--- src/hw/rtl/gtp_pkg.sv ---
// Types, constants and helper functions for the GUID text parser.
`default_nettype none
package gtp_pkg;

  localparam int LEN_BRACE_N = 68;

  localparam logic [6:0] LEN_PLAIN  = 7'd32;
  localparam logic [6:0] LEN_HYPHEN = 7'd36;
  localparam logic [6:0] LEN_BRACE  = 7'd68;
  localparam logic [6:0] POS_SAT    = 7'd69;

  localparam logic [7:0] CH_SPACE  = 8'h20;
  localparam logic [7:0] CH_HYPHEN = 8'h2D;
  localparam logic [7:0] CH_LBRACE = 8'h7B;
  localparam logic [7:0] CH_RBRACE = 8'h7D;
  localparam logic [7:0] CH_COMMA  = 8'h2C;
  localparam logic [7:0] CH_X      = 8'h78;
  localparam logic [7:0] CH_ZERO   = 8'h30;
  // Marker in the brace map for a hex digit position.
  localparam logic [7:0] CH_HEX    = 8'h68;

  localparam logic [1:0] MODE_DETECT = 2'd0;
  localparam logic [1:0] MODE_PLAIN  = 2'd1;
  localparam logic [1:0] MODE_HYPHEN = 2'd2;
  localparam logic [1:0] MODE_BRACE  = 2'd3;

  localparam logic [1:0] LAY_PLAIN  = 2'd0;
  localparam logic [1:0] LAY_HYPHEN = 2'd1;
  localparam logic [1:0] LAY_BRACE  = 2'd2;

  localparam logic [1:0] ST_OK  = 2'd0;
  localparam logic [1:0] ST_LEN = 2'd1;
  localparam logic [1:0] ST_LIT = 2'd2;
  localparam logic [1:0] ST_HEX = 2'd3;

  localparam logic [7:0] BRACE_MAP [LEN_BRACE_N] = '{
    CH_LBRACE, CH_ZERO, CH_X,
    CH_HEX, CH_HEX, CH_HEX, CH_HEX, CH_HEX, CH_HEX, CH_HEX, CH_HEX,
    CH_COMMA, CH_ZERO, CH_X, CH_HEX, CH_HEX, CH_HEX, CH_HEX,
    CH_COMMA, CH_ZERO, CH_X, CH_HEX, CH_HEX, CH_HEX, CH_HEX,
    CH_COMMA, CH_LBRACE,
    CH_ZERO, CH_X, CH_HEX, CH_HEX, CH_COMMA,
    CH_ZERO, CH_X, CH_HEX, CH_HEX, CH_COMMA,
    CH_ZERO, CH_X, CH_HEX, CH_HEX, CH_COMMA,
    CH_ZERO, CH_X, CH_HEX, CH_HEX, CH_COMMA,
    CH_ZERO, CH_X, CH_HEX, CH_HEX, CH_COMMA,
    CH_ZERO, CH_X, CH_HEX, CH_HEX, CH_COMMA,
    CH_ZERO, CH_X, CH_HEX, CH_HEX, CH_COMMA,
    CH_ZERO, CH_X, CH_HEX, CH_HEX,
    CH_RBRACE, CH_RBRACE
  };

  typedef struct packed {
    logic [6:0]   pos;
    logic [127:0] plain;
    logic [127:0] hyphen;
    logic [127:0] brace;
    logic [2:0]   layout_good;
    logic [2:0]   hex_good;
  } gtp_state_t;

  typedef struct packed {
    logic        parse_ok;
    logic [1:0]  status;
    logic [1:0]  layout;
    logic [31:0] word_a;
    logic [31:0] word_b;
    logic [31:0] word_c;
    logic [31:0] word_d;
  } gtp_result_t;

  // Bit 4 flags a character that is not a hex digit; the nibble is then zero.
  function automatic logic [4:0] hex_decode(input logic [7:0] c);
    logic [4:0] r;
    r = 5'h10;
    if (c >= 8'h30 && c <= 8'h39) begin
      r = {1'b0, c[3:0]};
    end else if ((c >= 8'h61 && c <= 8'h66) || (c >= 8'h41 && c <= 8'h46)) begin
      r = {1'b0, c[3:0] + 4'd9};
    end
    return r;
  endfunction

endpackage
`default_nettype wire

--- src/hw/rtl/gtp_accum.sv ---
// Per-character state of the parser: position count, digit shifters, check bits.
`default_nettype none
module gtp_accum
  import gtp_pkg::*;
(
  input  wire logic       clk,
  input  wire logic       rst_n,
  input  wire logic       step,
  input  wire logic [7:0] char_code,
  input  wire logic       is_last,
  output gtp_state_t      upd
);

  gtp_state_t state_r;
  gtp_state_t state_nxt;
  logic [4:0] nib;
  logic [7:0] bmap;

  always_comb begin
    upd  = state_r;
    nib  = hex_decode(char_code);
    bmap = CH_HEX;
    if (state_r.pos < LEN_BRACE) begin
      bmap = BRACE_MAP[state_r.pos];
    end
    if (char_code != CH_SPACE) begin
      if (state_r.pos < LEN_PLAIN) begin
        upd.plain = {state_r.plain[123:0], nib[3:0]};
        if (nib[4]) upd.hex_good[0] = 1'b0;
      end
      if (state_r.pos < LEN_HYPHEN) begin
        if (state_r.pos == 7'd8 || state_r.pos == 7'd13 ||
            state_r.pos == 7'd18 || state_r.pos == 7'd23) begin
          if (char_code != CH_HYPHEN) upd.layout_good[1] = 1'b0;
        end else begin
          upd.hyphen = {state_r.hyphen[123:0], nib[3:0]};
          if (nib[4]) upd.hex_good[1] = 1'b0;
        end
      end
      if (state_r.pos < LEN_BRACE) begin
        if (bmap == CH_HEX) begin
          upd.brace = {state_r.brace[123:0], nib[3:0]};
          if (nib[4]) upd.hex_good[2] = 1'b0;
        end else if (char_code != bmap) begin
          upd.layout_good[2] = 1'b0;
        end
      end
      if (state_r.pos < POS_SAT) upd.pos = state_r.pos + 7'd1;
    end
  end

  // Digit shifters are fully rewritten before any successful read, so only
  // the count and the check bits return to their start values.
  always_comb begin
    state_nxt = state_r;
    if (step) begin
      state_nxt = upd;
      if (is_last) begin
        state_nxt.pos         = '0;
        state_nxt.layout_good = '1;
        state_nxt.hex_good    = '1;
      end
    end
  end

  always_ff @(posedge clk) begin
    state_r.plain  <= state_nxt.plain;
    state_r.hyphen <= state_nxt.hyphen;
    state_r.brace  <= state_nxt.brace;
    if (!rst_n) begin
      state_r.pos         <= '0;
      state_r.layout_good <= '1;
      state_r.hex_good    <= '1;
    end else begin
      state_r.pos         <= state_nxt.pos;
      state_r.layout_good <= state_nxt.layout_good;
      state_r.hex_good    <= state_nxt.hex_good;
    end
  end

endmodule
`default_nettype wire

--- src/hw/rtl/gtp_verdict.sv ---
// Picks the layout, ranks the faults and forms the result of a finished text.
`default_nettype none
module gtp_verdict
  import gtp_pkg::*;
(
  input  wire logic [1:0] layout_mode,
  input  gtp_state_t      st,
  output gtp_result_t     res
);

  logic [1:0]   lay;
  logic         len_ok;
  logic [127:0] digits;

  always_comb begin
    lay    = LAY_PLAIN;
    len_ok = 1'b0;
    unique case (layout_mode)
      MODE_DETECT: begin
        priority if (st.pos == LEN_PLAIN) begin
          lay = LAY_PLAIN;  len_ok = 1'b1;
        end else if (st.pos == LEN_HYPHEN) begin
          lay = LAY_HYPHEN; len_ok = 1'b1;
        end else if (st.pos == LEN_BRACE) begin
          lay = LAY_BRACE;  len_ok = 1'b1;
        end else begin
          lay = LAY_PLAIN;  len_ok = 1'b0;
        end
      end
      MODE_PLAIN: begin
        lay = LAY_PLAIN;  len_ok = (st.pos == LEN_PLAIN);
      end
      MODE_HYPHEN: begin
        lay = LAY_HYPHEN; len_ok = (st.pos == LEN_HYPHEN);
      end
      MODE_BRACE: begin
        lay = LAY_BRACE;  len_ok = (st.pos == LEN_BRACE);
      end
      default: begin
        lay = LAY_PLAIN;  len_ok = 1'b0;
      end
    endcase

    unique case (lay)
      LAY_PLAIN:  digits = st.plain;
      LAY_HYPHEN: digits = st.hyphen;
      default:    digits = st.brace;
    endcase

    priority if (!len_ok) begin
      res.status = ST_LEN;
    end else if (!st.layout_good[lay]) begin
      res.status = ST_LIT;
    end else if (!st.hex_good[lay]) begin
      res.status = ST_HEX;
    end else begin
      res.status = ST_OK;
    end

    res.parse_ok = (res.status == ST_OK);
    res.layout   = lay;
    res.word_a   = res.parse_ok ? digits[127:96] : 32'd0;
    res.word_b   = res.parse_ok ? digits[95:64]  : 32'd0;
    res.word_c   = res.parse_ok ? digits[63:32]  : 32'd0;
    res.word_d   = res.parse_ok ? digits[31:0]   : 32'd0;
  end

endmodule
`default_nettype wire

--- src/hw/rtl/guid_text_parser_unit.sv ---
// Top level of the GUID text parser: input stage, state, result register, APB register.
// A last character passes through the input register and then into the result register.
// Throughput: one character per cycle, one pass of position checks and nibble shifts each;
// a last character waits in the input register only while an earlier result is stalled.
// Reset (synchronous, rst_n low) empties both stages, clears the count and check bits,
// and sets layout_mode to detect by length.
`default_nettype none
module guid_text_parser_unit
  import gtp_pkg::*;
(
  input  wire logic        clk,
  input  wire logic        rst_n,
  input  wire logic        in_valid,
  output logic             in_stall,
  input  wire logic [7:0]  in_char_code,
  input  wire logic        in_is_last,
  output logic             out_valid,
  input  wire logic        out_stall,
  output logic             out_parse_ok,
  output logic [1:0]       out_status,
  output logic [1:0]       out_layout_found,
  output logic [31:0]      out_word_a,
  output logic [31:0]      out_word_b,
  output logic [31:0]      out_word_c,
  output logic [31:0]      out_word_d,
  input  wire logic        psel,
  input  wire logic        penable,
  input  wire logic        pwrite,
  input  wire logic [2:0]  paddr,
  input  wire logic [31:0] pwdata,
  output logic [31:0]      prdata,
  output logic             pready
);

  logic        s1_valid_r, s1_valid_nxt;
  logic [7:0]  s1_char_r;
  logic        s1_last_r;
  logic        out_valid_r, out_valid_nxt;
  gtp_result_t res_r;
  gtp_result_t res;
  gtp_state_t  upd;
  logic [1:0]  mode_r, mode_nxt;
  logic        out_free;
  logic        s1_go;
  logic        in_take;
  logic        res_load;

  assign out_free = !out_valid_r || !out_stall;
  assign s1_go    = s1_valid_r && (!s1_last_r || out_free);
  assign in_stall = s1_valid_r && !s1_go;
  assign in_take  = in_valid && !in_stall;
  assign res_load = s1_go && s1_last_r;

  gtp_accum u_accum (
    .clk       (clk),
    .rst_n     (rst_n),
    .step      (s1_go),
    .char_code (s1_char_r),
    .is_last   (s1_last_r),
    .upd       (upd)
  );

  gtp_verdict u_verdict (
    .layout_mode (mode_r),
    .st          (upd),
    .res         (res)
  );

  always_comb begin
    s1_valid_nxt = s1_valid_r;
    if (in_take) begin
      s1_valid_nxt = 1'b1;
    end else if (s1_go) begin
      s1_valid_nxt = 1'b0;
    end
    out_valid_nxt = out_valid_r;
    if (res_load) begin
      out_valid_nxt = 1'b1;
    end else if (!out_stall) begin
      out_valid_nxt = 1'b0;
    end
    mode_nxt = mode_r;
    if (psel && penable && pwrite && pready && !paddr[2]) begin
      mode_nxt = pwdata[1:0];
    end
  end

  always_ff @(posedge clk) begin
    if (!rst_n) begin
      s1_valid_r  <= 1'b0;
      out_valid_r <= 1'b0;
      mode_r      <= MODE_DETECT;
    end else begin
      s1_valid_r  <= s1_valid_nxt;
      out_valid_r <= out_valid_nxt;
      mode_r      <= mode_nxt;
    end
  end

  always_ff @(posedge clk) begin
    if (in_take) begin
      s1_char_r <= in_char_code;
      s1_last_r <= in_is_last;
    end
    if (res_load) begin
      res_r <= res;
    end
  end

  assign pready = 1'b1;
  assign prdata = paddr[2] ? 32'd0 : {30'd0, mode_r};

  assign out_valid        = out_valid_r;
  assign out_parse_ok     = res_r.parse_ok;
  assign out_status       = res_r.status;
  assign out_layout_found = res_r.layout;
  assign out_word_a       = res_r.word_a;
  assign out_word_b       = res_r.word_b;
  assign out_word_c       = res_r.word_c;
  assign out_word_d       = res_r.word_d;

endmodule
`default_nettype wire

--- config.mk ---
export PLATFORM = sky130hd
export DESIGN_NAME = guid_text_parser_unit
export DESIGN_NICKNAME = d
export VERILOG_FILES = /design/src/hw/rtl/gtp_pkg.sv /design/src/hw/rtl/gtp_accum.sv /design/src/hw/rtl/gtp_verdict.sv /design/src/hw/rtl/guid_text_parser_unit.sv
export SDC_FILE = /design/constraint.sdc
export NUM_CORES = 1
export LEC_CHECK = 0
export BUFFER_PORTS_ARGS = -buffer_cell sky130_fd_sc_hd__buf_4
export CAP_MARGIN = 10
export CORE_ASPECT_RATIO = 1.2
export CORE_MARGIN = 1
export CORE_UTILIZATION = 30
export DETAILED_ROUTE_END_ITERATION = 8
export GPL_ROUTABILITY_DRIVEN = 0
export PLACE_DENSITY = 0.49
export SLEW_MARGIN = 5
export SYNTH_ARGS = -nofsm -noshare
export SYNTH_HDL_FRONTEND = slang
export SYNTH_SLANG_ARGS = --single-unit
--- constraint.sdc ---
create_clock -name clk -period 22.2 [get_ports clk]
set_clock_uncertainty 0.15 [all_clocks]
set_input_delay 4.44 -clock clk [delete_from_list [all_inputs] [get_ports clk]]
set_output_delay 4.44 -clock clk [all_outputs]
set_load 0.05 [all_outputs]
==> results of run 1 <==
==> worst max-delay path, delay by kind of cell <==
| kind | cells | cell delay [ns] |
|---|---|---|
| buffers and inverters | 2 | 0.34 |
| AND/OR/NAND/NOR | 2 | 0.32 |
==> worst paths after layout <==
check,startpoint,end,cells past startpoint
worst min register to register,u_accum.state_r[2]$_SDFFE_PN1P_,u_accum.state_r[2]$_SDFFE_PN1P_,2
worst max-delay path,out_stall,in_stall,4
worst max register to register,u_accum.state_r[392]$_SDFFE_PN0P_,out_status[0]$_DFFE_PP_,8
worst min-delay path,u_accum.state_r[2]$_SDFFE_PN1P_,u_accum.state_r[2]$_SDFFE_PN1P_,2
==> sequential cells by signal (all words and copies together) (netlist names) <==
| name | flops |
|---|---|
| out_word_b | 32 |
| out_word_c | 32 |
| out_parse_ok | 1 |
| mode_r | 2 |
| s1_char_r | 8 |
| out_word_a | 32 |
| out_layout_found | 2 |
| out_word_d | 32 |
| s1_valid_r | 1 |
| s1_last_r | 1 |
| out_status | 2 |
| u_accum.state_r | 396 |
| out_valid | 1 |
==> cell type report <==
class | count | area (sq um) | area share, %
clock buffer | 73 | 1570 | 5.26
clock inverter | 34 | 282 | 0.943
inverter | 23 | 101 | 0.339
multi-input combinational | 1025 | 9040 | 30.3
sequential | 542 | 16100 | 54.0
tap | 1140 | 1430 | 4.78
timing repair buffer | 170 | 1330 | 4.47
==> placed cells by master (no fill, tap or decap), drive strengths merged, types with 3 or more instances in the layout <==
cell	instances
o21a	4
nor2	24
bufinv	5
nor3	9
a211o	3
mux2	375
and2	6
and3	3
a31oi	6
nand2	150
buf	170
dfxtp	16
o211ai	4
a21boi	3
ha	10
nand3	9
o21ai	17
a22oi	128
edfxtp	526
a222oi	3
nand2b	3
a21oi	17
or3	3
nor4	3
a21o	3
a211oi	128
nor2b	10
mux2i	13
clkbuf	73
nor3b	6
inv	23
o21bai	3
conb	31
xnor2	3
a311oi	3
nand4	4
o31ai	4
clkinv	28
==> layer usage <==
| metal | GRT usage [%] | up-vias | share of wire (%) |
|---|---|---|---|
| li1 | - | 6920 | - |
| met1 | 19.4 | 7692 | 46 |
| met2 | 23.1 | 362 | 48 |
| met3 | 2.27 | 73 | 4.3 |
| met4 | 3.54 | 0 | 1.9 |
| met5 | 0 | - | 0 |
==> through the flow <==
stage | util (%) | instances | setup WS (ns) | power (uW)
6_report | 34.6 | 3007 | 12.51 | 2240
5_1_grt | 34.6 | 3007 | 12.44 | 2330
4_1_cts | 34.6 | 3006 | 12.47 | 2280
3_5_place_dp | 32.5 | 2899 | 12.48 | 1300
3_3_place_gp | 32.5 | 2899 | 12.48 | 1300
2_1_floorplan | - | 1753 | 5.26 | 1280
==> cells by family after synthesis <==
| group | count (synthesis) | share of synthesized area (%) |
|---|---|---|
| compound gates | 347 | 12.1 |
| xor+xnor | 5 | 0.168 |
| fa+ha+maj | 10 | 0.479 |
| buf+inv | 186 | 4.28 |
| flops | 542 | 61.7 |
| mux | 390 | 16.9 |
| other cells | 2 | 0.0288 |
| simple gates | 242 | 4.35 |
==> power by group through the flow <==
stage / Sequential [uW] / Clock (uW) / Combinational [uW]
floorplan: 1210 / 0 / 70.9
global placement: 1190 / 0 / 111
detailed placement: 1190 / 0 / 113
CTS: 1170 / 999 / 114
global route: 1170 / 1040 / 121
finish: 1170 / 963 / 113
==> impl_metrics.ini, run 1 <==
[sta]
timing_hold_violations_final = 0
finalSetupViolations = 0
timing.fmax_mhz = 103
setup_tns_ns = 0
layout_min_cycle_time_ns = 9.69
slew_viol_final = 0
tightestPinTransition_ns = 1.18
timing.final.crit_share_pct = 43.6
rsz0062_at_grt = no
holdWs_ns = 0.302
slew_headroom_pct = 21.2

[cts]
clkSlewWorstSetupHoldPaths_ns = 0.06
cts_tree = built
cts_hold_buf = 0
cts_setup_buffers = 0
clkLatencyLatePin_ns = 0.62
cts_buffer_depth = 3
htree_levels = 2
ctsResizeCount = 0
clock-sinks = 542
cts_root_buffer = clkbuf_16
cts_buffers = 58

[pwr]
p_switching_uw = 504
peakVddDrop_mv = 0.0539
p_leak_uw = 0.00929
p_seq_share_pct = 52.0
combPwrFrac_pct = 5.0
clockPowerShare_pct = 43.0
power_density_nw_per_um2 = 75.1
intPower_uw = 1740
switching_share_pct = 22.5

[grt]
grtUsageTotal_pct = 14.1
antenna_found_initial = 1
grt_pass1_wl_um = 97600
overflow = 0
grt_start_max_net_pins = 184
grt_pass1_vias = 15800

[detailed_routing]
wl_um = 63300
drc = 0
dr.pass1.iters = 5
via_per_inst = 5.00
drtIter0Drc = 983
vias = 15000
antenna_left = 0
avgRoutedWirePerCell_um = 21.1

[logic_synthesis]
ys_top_cells_by_area = edfxtp_1, mux2_2, a211oi_2
synth_commonest_cells = edfxtp_1, mux2_2, nand2_1, a22oi_1, a211oi_2
async_flop_share_pct = 0
syn_inst = 1724
synth-edff-count = 526
synth_top_area_share_pct = 60.5
synth-seq-cells = 542
avgSynthCellArea_sq_um = 15.2
yosysMostFrequentCell = edfxtp_1
synth_top_cell_by_area = edfxtp_1
ys_seq_area_share_pct = 61.7
syn-cell-area_sq_um = 26100
ys_warn_count = 0
yosys_most_used_dff = edfxtp_1
ys_types = 84

[floorplan]
initial_core_util_pct = 30.3
die_h_um = 325
die-area_sq_um = 88300
num_rows = 118
coreArea_sq_um = 86200
die_w_um = 271
num_io_pins = 219

[worst_setup_path]
worstPathCellList = buf_4, nand3_1, nor2_1, buf_4
worstPathArrival_ns = 5.10
critPathMostFrequentCell = buf_4
crit_fanout = 3
crit_type = in -> out
start_kind = input port
slowest_delay_ns = 0.25
critPathSlowestCell = buf_4
end_kind = output pin
required_ns = 17.61
regToRegSetupSlack_ns = 16.59

[finish]
nets = 1881
area_growth_pct = 14.3
nFillCells = 8389
antennaDiodeCount = 0
drive_gt1_share_pct = 40.3
design_area_sq_um = 29900

[min_path]
hold_class = reg -> reg

[status]
status = finished, final reports clean

[placed_design]
placed_area_sq_um = 28000
dpl.hpwl_um = 36000
port_buffers = 155

[job]
max-cap-violations = 0
(Power assumes the default switching activity.)
==> inputs of run 2 (changes only) <==
--- a/config.mk
+++ b/config.mk
@@ -12,7 +12,7 @@
 export CORE_UTILIZATION = 30
 export DETAILED_ROUTE_END_ITERATION = 8
 export GPL_ROUTABILITY_DRIVEN = 0
-export PLACE_DENSITY = 0.49
+export PLACE_DENSITY = 0.5
 export SLEW_MARGIN = 5
 export SYNTH_ARGS = -nofsm -noshare
 export SYNTH_HDL_FRONTEND = slang
==> constraint.sdc (replaced) <==
create_clock -name clk -period 8.5 [get_ports clk]
set_clock_uncertainty 0.15 [all_clocks]
set_input_delay 1.7 -clock clk [delete_from_list [all_inputs] [get_ports clk]]
set_output_delay 1.7 -clock clk [all_outputs]
set_load 0.05 [all_outputs]
==> run 2 against run 1 <==
Utilization is 0.15 points higher; die area stayed put; worst hold slack worse by 0.0022 ns; combinational power grew to 2.6 times the previous value; global-route usage is 0.11 points lower; cell area is 0.44% higher; sequential power grew to 2.6 times the previous value; largest power group unchanged; highest routed layer unchanged.
==> impl_metrics.ini, run 2 (synthesis gave the netlist of run 1 again) <==
[finish]
seq_area_sq_um = 16100
area_growth_pct = 14.8
final_common_cell = edfxtp_1
largest_reg_flops = 396
nFillCells = 8391
final_cell_mix = edfxtp_1, mux2_2, buf_4
design_area_sq_um = 30000
antennaDiodeCount = 0
nets = 1884
drive_gt1_share_pct = 40.6
multi_input_area_sq_um = 9040
top_register = u_accum.state_r

[sta]
rsz0062_at_grt = no
timing_hold_violations_final = 0
finalSetupViolations = 0
setup_tns_ns = 0
timing.fmax_mhz = 190
layout_min_cycle_time_ns = 5.27
holdWs_ns = 0.300
slew_viol_final = 0
slew_headroom_pct = 21.6
tightestPinTransition_ns = 1.18
timing.final.crit_share_pct = 62.0

[grt]
grt_pass1_wl_um = 96500
antenna_found_initial = 0
grt_start_max_net_pins = 170
grtUsageTotal_pct = 14.0
overflow = 0
grt_pass1_vias = 15500

[pwr]
power_density_nw_per_um2 = 199
peakVddDrop_mv = 0.135
power.total_uw = 5960
p_leak_uw = 0.00935

[worst_setup_path]
slowest_delay_ns = 0.79
start_kind = flop
worstPathArrival_ns = 5.52
end_kind = flop
worstPathCellList = ha_1, nand3_1, a21oi_1, mux2_2, a31oi_2, inv_4, nor2_4, buf_4, a22oi_1, a211oi_1
crit_fanout = 65
crit_type = reg -> reg
required_ns = 8.74
critPathSlowestCell = nor2_4

[job]
max-cap-violations = 0

[floorplan]
num_io_pins = 219
die_w_um = 271
die_h_um = 325
num_rows = 118
initial_core_util_pct = 30.3
coreArea_sq_um = 86200
die-area_sq_um = 88300

[cts]
cts_buffer_depth = 3
cts_buffers = 59
ctsResizeCount = 0
cts_setup_buffers = 0
clkLatencyLatePin_ns = 0.64
cts_tree = built
cts_root_buffer = clkbuf_16
clkSlewWorstSetupHoldPaths_ns = 0.06
clock-sinks = 542
htree_levels = 2
cts_hold_buf = 0

[detailed_routing]
drc = 0
dr.pass1.iters = 5
via_per_inst = 5.01
avgRoutedWirePerCell_um = 21.0
drtIter0Drc = 1006
antenna_left = 0
vias = 15100
wl_um = 63100

[min_path]
hold_class = reg -> reg

[status]
status = finished, final reports clean

[placed_design]
placed_area_sq_um = 28000
dpl.hpwl_um = 36300
port_buffers = 155
## run 2: changes by cell type in the layout (fill, tap and decap cells not counted), sizes merged
cell / change
clkinv: -5
inv: +3
bufinv: +2
clkinvlp: +2
buf: +1
clkbuf: +1
## run 2: path summary, 6_finish.rpt
check,start,end,slack [ns],depth (start not counted)
worst max-delay path,u_accum.state_r[391]$_SDFFE_PN0P_,out_word_b[31]$_SDFFCE_PP0P_,3.23,10
worst min register to register,u_accum.state_r[2]$_SDFFE_PN1P_,u_accum.state_r[2]$_SDFFE_PN1P_,0.30,2
worst min-delay path,u_accum.state_r[2]$_SDFFE_PN1P_,u_accum.state_r[2]$_SDFFE_PN1P_,0.30,2
worst max register to register,u_accum.state_r[391]$_SDFFE_PN0P_,out_word_b[31]$_SDFFCE_PP0P_,3.23,10
## run 2: critical path, delay by kind of cell, from the launching register on
| kind | cells | cell delay [ns] |
|---|---|---|
| compound gates | 4 | 1.25 |
| fa+ha+maj | 1 | 0.51 |
| simple gates | 2 | 1.02 |
| mux | 1 | 0.41 |
| buf+inv | 2 | 0.97 |
| flops | 1 | 0.67 |
## run 2: where the power goes
part           internal, uW  switching [uW]  total, uW  leakage, uW
Clock                  1530            1090       2620     0.000947
Combinational          85.7             208        294      0.00367
Sequential             3010            40.1       3050      0.00473
## run 2: metal layers
metal / vias to the layer above / GRT usage, % / share of wire (%)
met5: - / 0 / 0
met4: 0 / 3.96 / 2.2
met3: 78 / 2.51 / 4.5
met2: 365 / 23.0 / 49
met1: 7718 / 18.8 / 45
li1: 6935 / - / -
## run 2: area by class of cell
type	instances	area share (%)
clock buffer	73	5.27
clock inverter	36	1.23
inverter	23	0.367
multi-input combinational	1025	30.1
sequential	542	53.7
tap	1140	4.76
timing repair buffer	172	4.53
## run 2: through the flow
stage / util, % / std cells / setup WS (ns)
floorplan: - / 1753 / 1.18
global placement: 32.5 / 2901 / 3.15
detailed placement: 32.5 / 2901 / 3.05
CTS: 34.8 / 3010 / 3.21
global route: 34.8 / 3011 / 2.86
finish: 34.8 / 3011 / 3.23
==> inputs of run 3 (changes only) <==
--- a/config.mk
+++ b/config.mk
@@ -5,6 +5,7 @@
 export SDC_FILE = /design/constraint.sdc
 export NUM_CORES = 1
 export LEC_CHECK = 0
+export ABC_AREA = 1
 export BUFFER_PORTS_ARGS = -buffer_cell sky130_fd_sc_hd__buf_4
 export CAP_MARGIN = 10
 export CORE_ASPECT_RATIO = 1.2
@@ -12,7 +13,7 @@
 export CORE_UTILIZATION = 30
 export DETAILED_ROUTE_END_ITERATION = 8
 export GPL_ROUTABILITY_DRIVEN = 0
-export PLACE_DENSITY = 0.5
+export PLACE_DENSITY = 0.49
 export SLEW_MARGIN = 5
 export SYNTH_ARGS = -nofsm -noshare
 export SYNTH_HDL_FRONTEND = slang
==> constraint.sdc (replaced) <==
create_clock -name clk -period 5 [get_ports clk]
set_clock_uncertainty 0.15 [all_clocks]
set_input_delay 1 -clock clk [delete_from_list [all_inputs] [get_ports clk]]
set_output_delay 1 -clock clk [all_outputs]
set_load 0.05 [all_outputs]
==> run 3 against run 2 <==
Utilization is essentially flat; critical path depth is 7 higher; largest cell class unchanged; sequential power up 70%.
==> impl_metrics.ini, run 3 <==
[worst_setup_path]
regToRegSetupSlack_ns = 1.03
reg2reg_to = out_word_b[17]$_SDFFCE_PP0P_
start_kind = flop
worstPathArrival_ns = 4.19
r2r_start = u_accum.state_r[393]$_SDFFE_PN0P_
required_ns = 5.22
crit_fanout = 24
end_kind = flop
crit_type = reg -> reg
reg2reg_depth = 17

[grt]
grt_start_max_net_pins = 173
grt_pass1_vias = 17900
grtUsageTotal_pct = 14.2
grt_pass1_wl_um = 101000
antenna_found_initial = 1
overflow = 0

[logic_synthesis]
yosys_most_used_dff = edfxtp_1
synth_top_area_share_pct = 58.6
avgSynthCellArea_sq_um = 9.61
syn-cell-area_sq_um = 26900
yosysMostFrequentCell = nand2_1
synth-edff-count = 526
async_flop_share_pct = 0
syn_inst = 2804
ys_types = 39
synth-seq-cells = 542
ys_top_cells_by_area = edfxtp_1, nand2_1, inv_1
ys_seq_area_share_pct = 59.8
synth_commonest_cells = nand2_1, edfxtp_1, inv_1, o21ai_0, nor2_1
ys_warn_count = 0
synth_top_cell_by_area = edfxtp_1

[min_path]
hp-start = u_accum.state_r[2]$_SDFFE_PN1P_
hold_end = u_accum.state_r[2]$_SDFFE_PN1P_
whs_path_depth = 1
hold_class = reg -> reg

[cts]
clkLatencyLatePin_ns = 0.63
clkSlewWorstSetupHoldPaths_ns = 0.06
htree_levels = 2
cts_buffer_depth = 3
cts_hold_buf = 0
clock-sinks = 542
cts_root_buffer = clkbuf_16
cts_setup_buffers = 0
ctsResizeCount = 0
cts_tree = built
cts_buffers = 59

[detailed_routing]
vias = 18200
antenna_left = 0
avgRoutedWirePerCell_um = 15.8
drtIter0Drc = 1262
via_per_inst = 4.41
wl_um = 65100
dr.pass1.iters = 7
drc = 0

[finish]
final_cell_mix = nand2_1, edfxtp_1, inv_1
drive_gt1_share_pct = 14.0
area_growth_pct = 14.9
final_common_cell = nand2_1
top_register = u_accum.state_r
largest_reg_flops = 396
antennaDiodeCount = 0
nets = 2973

[floorplan]
num_rows = 120
die-area_sq_um = 91000
num_io_pins = 219
initial_core_util_pct = 30.3
die_h_um = 330
die_w_um = 276
coreArea_sq_um = 89000

[placed_design]
pre_cts_ws_ns = 0.969
dpl.hpwl_um = 40200
port_buffers = 155

[pwr]
power.total_uw = 10100
combPwrFrac_pct = 5.5
p_switching_uw = 2330
switching_share_pct = 23.1
power_density_nw_per_um2 = 325
p_seq_share_pct = 51.7
clockPowerShare_pct = 42.9
peakVddDrop_mv = 0.253
intPower_uw = 7740
p_leak_uw = 0.0130

[sta]
setup_tns_ns = 0
timing.final.crit_share_pct = 79.3
timing.fmax_mhz = 252
layout_setup_ws_ns = 1.03
finalSetupViolations = 0
tightestPinTransition_ns = 1.18
slew_viol_final = 0
timing_hold_violations_final = 0
rsz0062_at_grt = no
holdWs_ns = 0.313
layout_min_cycle_time_ns = 3.97
slew_headroom_pct = 21.4

[job]
max-cap-violations = 0

[status]
status = finished, final reports clean
==> run 3: worst max-delay path: stages, from the launching register on <==
cell and delay [ns]:
dfxtp_1 0.74, inv_1 0.36, nand2_1 0.21, nand2_1 0.16, nand3_4 0.15, nand2_1 0.06
nand2_1 0.11, nand3_1 0.11, nor3_2 0.14, nand2_2 0.11, nand2_4 0.30, nand2_1 0.10
nand2_1 0.08, nand2_1 0.12, nand3_4 0.27, buf_12 0.25, buf_12 0.21, nor2_2 0.05
==> run 3: cells by family (layout without fill, tap and decap cells) <==
kind of cell	Yosys count	in the layout	share of synthesized area (%)
multiplexers	61	61	2.27
AO/OA/AOI/OAI	422	422	8.09
other	2	31	0.0279
adder cells (fa/ha/maj)	10	10	0.464
buffers and inverters	553	677	9.44
XOR/XNOR	1	1	0.0325
flip-flops	542	542	59.8
AND/OR/NAND/NOR	1213	1213	19.8
==> run 3: through the flow <==
stage,cell area (sq um),utilization [%],instances
5_1_grt,31000,34.8,4116
6_report,31000,34.8,4116
2_1_floorplan,27100,-,2833
3_3_place_gp,29100,32.7,4010
4_1_cts,31000,34.8,4116
3_5_place_dp,29100,32.7,4010
==> run 3: metal layers <==
metal	GRT usage, %	routed length, um
met1	18.9	29700
met2	24.0	31600
met3	2.20	2590
met4	3.35	1110
met5	0	0
==> run 3: power groups by stage <==
stage               Sequential (uW)  Combinational [uW]  Clock (uW)
floorplan                      5330                 399           0
global placement               5300                 557           0
detailed placement             5300                 559           0
CTS                            5200                 562        4450
global route                   5220                 615        4590
finish                         5200                 550        4310
==> run 3: worst max path at each step <==
stage                                           start                            end  cells past startpoint
floorplan                                   out_stall  out_layout_found[0]$_DFFE_PP_                      7
global placement    u_accum.state_r[393]$_SDFFE_PN0P_   out_word_c[19]$_SDFFCE_PP0P_                     14
detailed placement  u_accum.state_r[393]$_SDFFE_PN0P_   out_word_a[31]$_SDFFCE_PP0P_                     17
CTS                 u_accum.state_r[393]$_SDFFE_PN0P_   out_word_a[31]$_SDFFCE_PP0P_                     17
global route        u_accum.state_r[393]$_SDFFE_PN0P_   out_word_b[31]$_SDFFCE_PP0P_                     17
finish              u_accum.state_r[393]$_SDFFE_PN0P_   out_word_b[17]$_SDFFCE_PP0P_                     17
==> run 3: area by class of cell <==
| cell class | count | area (sq um) |
|---|---|---|
| well taps | 1159 | 1450 |
| inverters | 379 | 1430 |
| multi-input cells | 1738 | 8440 |
| flip-flops and latches | 542 | 16100 |
| clock buffers | 72 | 1570 |
| repair buffers | 192 | 1650 |
| fillers | 9134 | 58100 |
| clock inverters | 34 | 297 |
